==> config.mk <==
export PLATFORM = sky130hd
export DESIGN_NAME = sid_fifo
export DESIGN_NICKNAME = d
export VERILOG_FILES = /design/src/hdl/sid_pkg.sv /design/src/hdl/sid_fifo.sv
export SDC_FILE = /design/constraint.sdc
export NUM_CORES = 1
export LEC_CHECK = 0
export BUFFER_PORTS_ARGS = -buffer_cell sky130_fd_sc_hd__buf_2
export CAP_MARGIN = 15
export CORE_UTILIZATION = 57
export CTS_CLUSTER_SIZE = 16
export DETAILED_ROUTE_END_ITERATION = 8
export MAX_ROUTING_LAYER = met4
export PLACE_DENSITY = 0.87
export SLEW_MARGIN = 40
export SYNTH_ARGS = -nofsm -noshare
export SYNTH_HDL_FRONTEND = slang
export SYNTH_SLANG_ARGS = --single-unit
==> constraint.sdc <==
create_clock -name clk -period 3.8 [get_ports clk]
set_input_delay 0.57 -clock clk [delete_from_list [all_inputs] [get_ports clk]]
set_output_delay 0.57 -clock clk [all_outputs]
set_load 0.01 [all_outputs]
==> src/hdl/sid_pkg.sv <==
// Shared types and constants for the 3x3 stencil image derivative block.
// No dependencies; imported by every module of the block.
package sid_pkg;

  localparam int PIX_W      = 8;
  localparam int ROW_W      = 13;
  localparam int HT_W       = 14;
  localparam int WREG_W     = 11;
  localparam int CFG_IDX_W  = 2;
  localparam int CFG_DATA_W = 14;
  localparam int MAX_HEIGHT = 8192;
  localparam int WIN_N      = 9;
  localparam int JOB_DEPTH  = 4;

  localparam int DIV_W      = 56;
  localparam int SQ_W       = 17;
  localparam int RAD_W      = 18;
  localparam int ROOT_W     = 9;
  localparam int DIV_PASSES = 3;
  localparam int DIR_W      = 43;

  localparam logic [CFG_IDX_W-1:0] REG_MODE   = 2'd0;
  localparam logic [CFG_IDX_W-1:0] REG_WIDTH  = 2'd1;
  localparam logic [CFG_IDX_W-1:0] REG_HEIGHT = 2'd2;

  localparam logic [DIR_W-1:0] TAN_SCALE          = 43'd10000000000;
  localparam logic [DIR_W-1:0] TAN_ONE            = 43'd15574077247;
  localparam logic [DIR_W-1:0] TAN_PI_MINUS_TWO   = 43'd21850398633;
  localparam logic [DIR_W-1:0] TAN_PI_MINUS_THREE = 43'd1425465431;

  typedef enum logic [2:0] {
    MODE_IX, MODE_IY, MODE_IXY, MODE_IXX, MODE_IYY, MODE_CURV, MODE_MAG, MODE_DIR
  } sid_mode_t;

  typedef logic [WIN_N-1:0][PIX_W-1:0] sid_win_t;

  typedef enum logic {F_IDLE, F_UPD} sid_fstate_t;

  typedef enum logic [3:0] {
    B_IDLE, B_PROD1, B_PROD2, B_SUM, B_ABS, B_SQUARE, B_DIV, B_SQRT, B_DIR, B_FIN
  } sid_bstate_t;

endpackage

==> src/hdl/sid_fifo.sv <==
// Short job queue between the window front end and the arithmetic back end.
// Depends on sid_pkg for the queue depth.
module sid_fifo #(
  parameter int WIDTH = 96
) (
  input  logic             clk,
  input  logic             rst,
  input  logic             wr,
  input  logic [WIDTH-1:0] wr_data,
  output logic             full,
  input  logic             rd,
  output logic [WIDTH-1:0] rd_data,
  output logic             empty
);
  import sid_pkg::*;

  localparam int AW = $clog2(JOB_DEPTH);

  logic [WIDTH-1:0] slots [JOB_DEPTH];
  logic [AW-1:0]    wr_ptr, rd_ptr;
  logic [AW:0]      count;

  assign full    = count == (AW+1)'(JOB_DEPTH);
  assign empty   = count == '0;
  assign rd_data = slots[rd_ptr];

  always_ff @(posedge clk) begin
    if (rst) begin
      wr_ptr <= '0;
      rd_ptr <= '0;
      count  <= '0;
    end else begin
      if (wr) wr_ptr <= wr_ptr + AW'(1);
      if (rd) rd_ptr <= rd_ptr + AW'(1);
      count <= count + (AW+1)'(wr) - (AW+1)'(rd);
    end
  end

  always_ff @(posedge clk) begin
    if (wr) slots[wr_ptr] <= wr_data;
  end

`ifndef ASSERT_OFF
  a_no_overrun: assert property (@(posedge clk) disable iff (rst) !(wr && full))
    else $error("job queue written while full");
  a_no_underrun: assert property (@(posedge clk) disable iff (rst) !(rd && empty))
    else $error("job queue read while empty");
  a_count_range: assert property (@(posedge clk) disable iff (rst)
    count <= (AW+1)'(JOB_DEPTH))
    else $error("job queue count out of range");
`endif

endmodule

==> impl_metrics.yaml <==
min_path:
  min_path_type: "input port to register"
sta:
  period_minus_slack_ns: 2.97
  relSlewSlack: 0.474
  fmax_ghz: 0.337
  clock_skew_ns: 0.0156
  post-route-period-util: 0.781
  finalSetupViolations: 0
  grt_setup_unrepaired: "false"
  finalSetupTns_ns: 0
  slew_violations: 0
  worst_pin_slew_ns: 0.790
  hold_violations: 0
pwr:
  p_per_area_nw_per_um2: 568
  total_power_uw: 9640
  power.leakage_uw: 0.00574
  peakVddDrop_mv: 0.511
run_status:
  status: "finished clean"
cts:
  cts_max_level: 2
  cts.clk_slew.worst_paths_ns: 0.06
  cts-root-buf: "clkbuf_16"
  cts_setup_buffers: 0
  cts_resized: 0
  cts_sinks: 393
  cts_tree: "yes"
  cts_buffers: 39
  clk_latency_ns: 0.52
  clockBufferDepth: 3
  cts_hold_buf: 0
setup_path:
  cp_slowest_stage_delay_ns: 0.75
  cp.arrival_ns: 2.40
  crit_path_start_kind: "register"
  worstPathRequired_ns: 3.23
  worstPathCellList: "buf_12 > mux4_2 > buf_2"
  end_kind: "output pin"
  path_buf_inv: 2
  crit_type: "register to output pin"
  crit_fanout: 33
  crit_slowest_cell: "dfxtp_4"
  cp_top_family: "flip-flops"
detailed_routing:
  viasPerCell: 5.74
  ant_nets: 0
  wire_per_inst_um: 23.4
  first_pass_iters: 4
  initialDrtViolationCount: 511
  drcViolationCount: 0
  wl_mm: 26.4
  vias: 6479
die:
  fp-row-count: 57
  coreArea_sq_um: 24500
  dieArea_sq_um: 25700
  die_w_um: 160
  pin_count: 198
  die_h_um: 160
  initial_utilization: 0.584
cells_and_area:
  fill_cells: 1429
  area_growth_pct: 18.8
  seqCellArea_sq_um: 11700
  multi_input_area_sq_um: 2410
  fin_nets: 880
  fin_util: 0.694
  drive_gt1_frac: 0.458
global_routing:
  grtUsageTotal: 0.218
  grt-ovfl-total: 0
  grt_antenna_before_repair: 5
  grt_pass1_wl_mm: 40.0
  grt_pass1_vias: 7047
  grt_max_degree: 63
logic_synthesis:
  yosysSeqAreaShare: 0.819
  yosysWarnings: 0
  synth_top_cell_by_area: "edfxtp_1"
  syn_area_sq_um: 14300
  synth_cell_types: 22
  synth_edf_count: 384
  ys_top_cells_by_count: "edfxtp_1, mux4_2, buf_2"
  yosysMostFrequentCell: "edfxtp_1"
  synth_cells: 544
  synth.top_cell.area_share: 0.807
  synthesis.nets: 651
  synth-seq-cells: 393
  synth.area.top_cells: "edfxtp_1, mux4_2, dfxtp_1"
  ys.flop_type: "edfxtp_1"
  avgSynthCellArea_sq_um: 26.3
  async_reset_ff_frac: 0
placement:
  dp_hpwl_mm: 16.4
  port_buffers: 197
  gp_congestion: 0.762
flow_run:
  drv_cap: 0
[path summary, 6_finish.rpt]
check / startpoint / endpoint / slack (ns) / depth (start not counted)
worst max-delay path: register / rd_data[73] / 0.83 / 3
worst min-delay path: wr_data[57] / slots[2][57]$_DFFE_PP_ / 0.26 / 1
worst max register to register: wr_ptr[0]$_SDFFE_PP0P_ / slots[0][47]$_DFFE_PP_ / 1.76 / 4
worst min register to register: rd_ptr[1]$_SDFFE_PP0P_ / register / 0.53 / 2
[worst register-to-register path, cell delays in order (launching register included)]
cell and delay [ns]:
dfxtp_1 0.35, inv_1 0.11, ha_1 0.15, and2_4 0.67, buf_4 0.43
[through the flow]
stage / instance area [sq um] / hold slack [ns] / setup WS, ns / instances
detailed placement: 15700 / 0.525 / 1.31 / 1054
finish: 17000 / 0.259 / 0.831 / 1129
CTS: 16900 / 0.240 / 0.744 / 1122
global route: 17000 / 0.242 / 0.667 / 1129
global placement: 15700 / 0.500 / 1.30 / 1054
floorplan: 14300 / 0.492 / 0.545 / 544
[metal layers]
layer / share of wire / wire length, um / global-route usage
met5: 0 / 0 / -
met4: 0.015 / 409 / 0.0532
met3: 0.073 / 1920 / 0.0493
met2: 0.52 / 13700 / 0.365
met1: 0.39 / 10400 / 0.273
[power by group]
group	internal (uW)	leakage, uW	total, uW	switching, uW
Clock	2200	0.000610	3690	1490
Sequential	4980	0.00360	5060	79.3
Combinational	425	0.00153	892	467
[cell families after synthesis]
group | share of synthesized area
fa+ha+maj | 0.00665
simple gates | 0.00525
flops | 0.819
mux | 0.152
compound gates | 0.00105
xor+xnor | 0.00289
buf+inv | 0.0131
[state kept, by name, summed over array words and instances, names as in the netlist, named ones only]
name	cells
slots	384
rd_ptr	2
count	3
wr_ptr	2
[layout by cell type, fill, tap and decap left out, types with 7 or more instances in the layout]
| cell | count |
|---|---|
| buf_2 | 197 |
| clkbuf_16 | 40 |
| dfxtp_1 | 7 |
| buf_12 | 7 |
| clkinv_1 | 9 |
| mux4_2 | 96 |
| edfxtp_1 | 384 |
[final cells by class]
type | instances | share of cell area
antenna | 5 | 0.000737
inverter | 6 | 0.00133
multi-input combinational | 123 | 0.142
tap | 324 | 0.0239
clock inverter | 22 | 0.0130
timing repair buffer | 210 | 0.0690
sequential | 393 | 0.690
clock buffer | 46 | 0.0603
(Power assumes the default switching activity.)
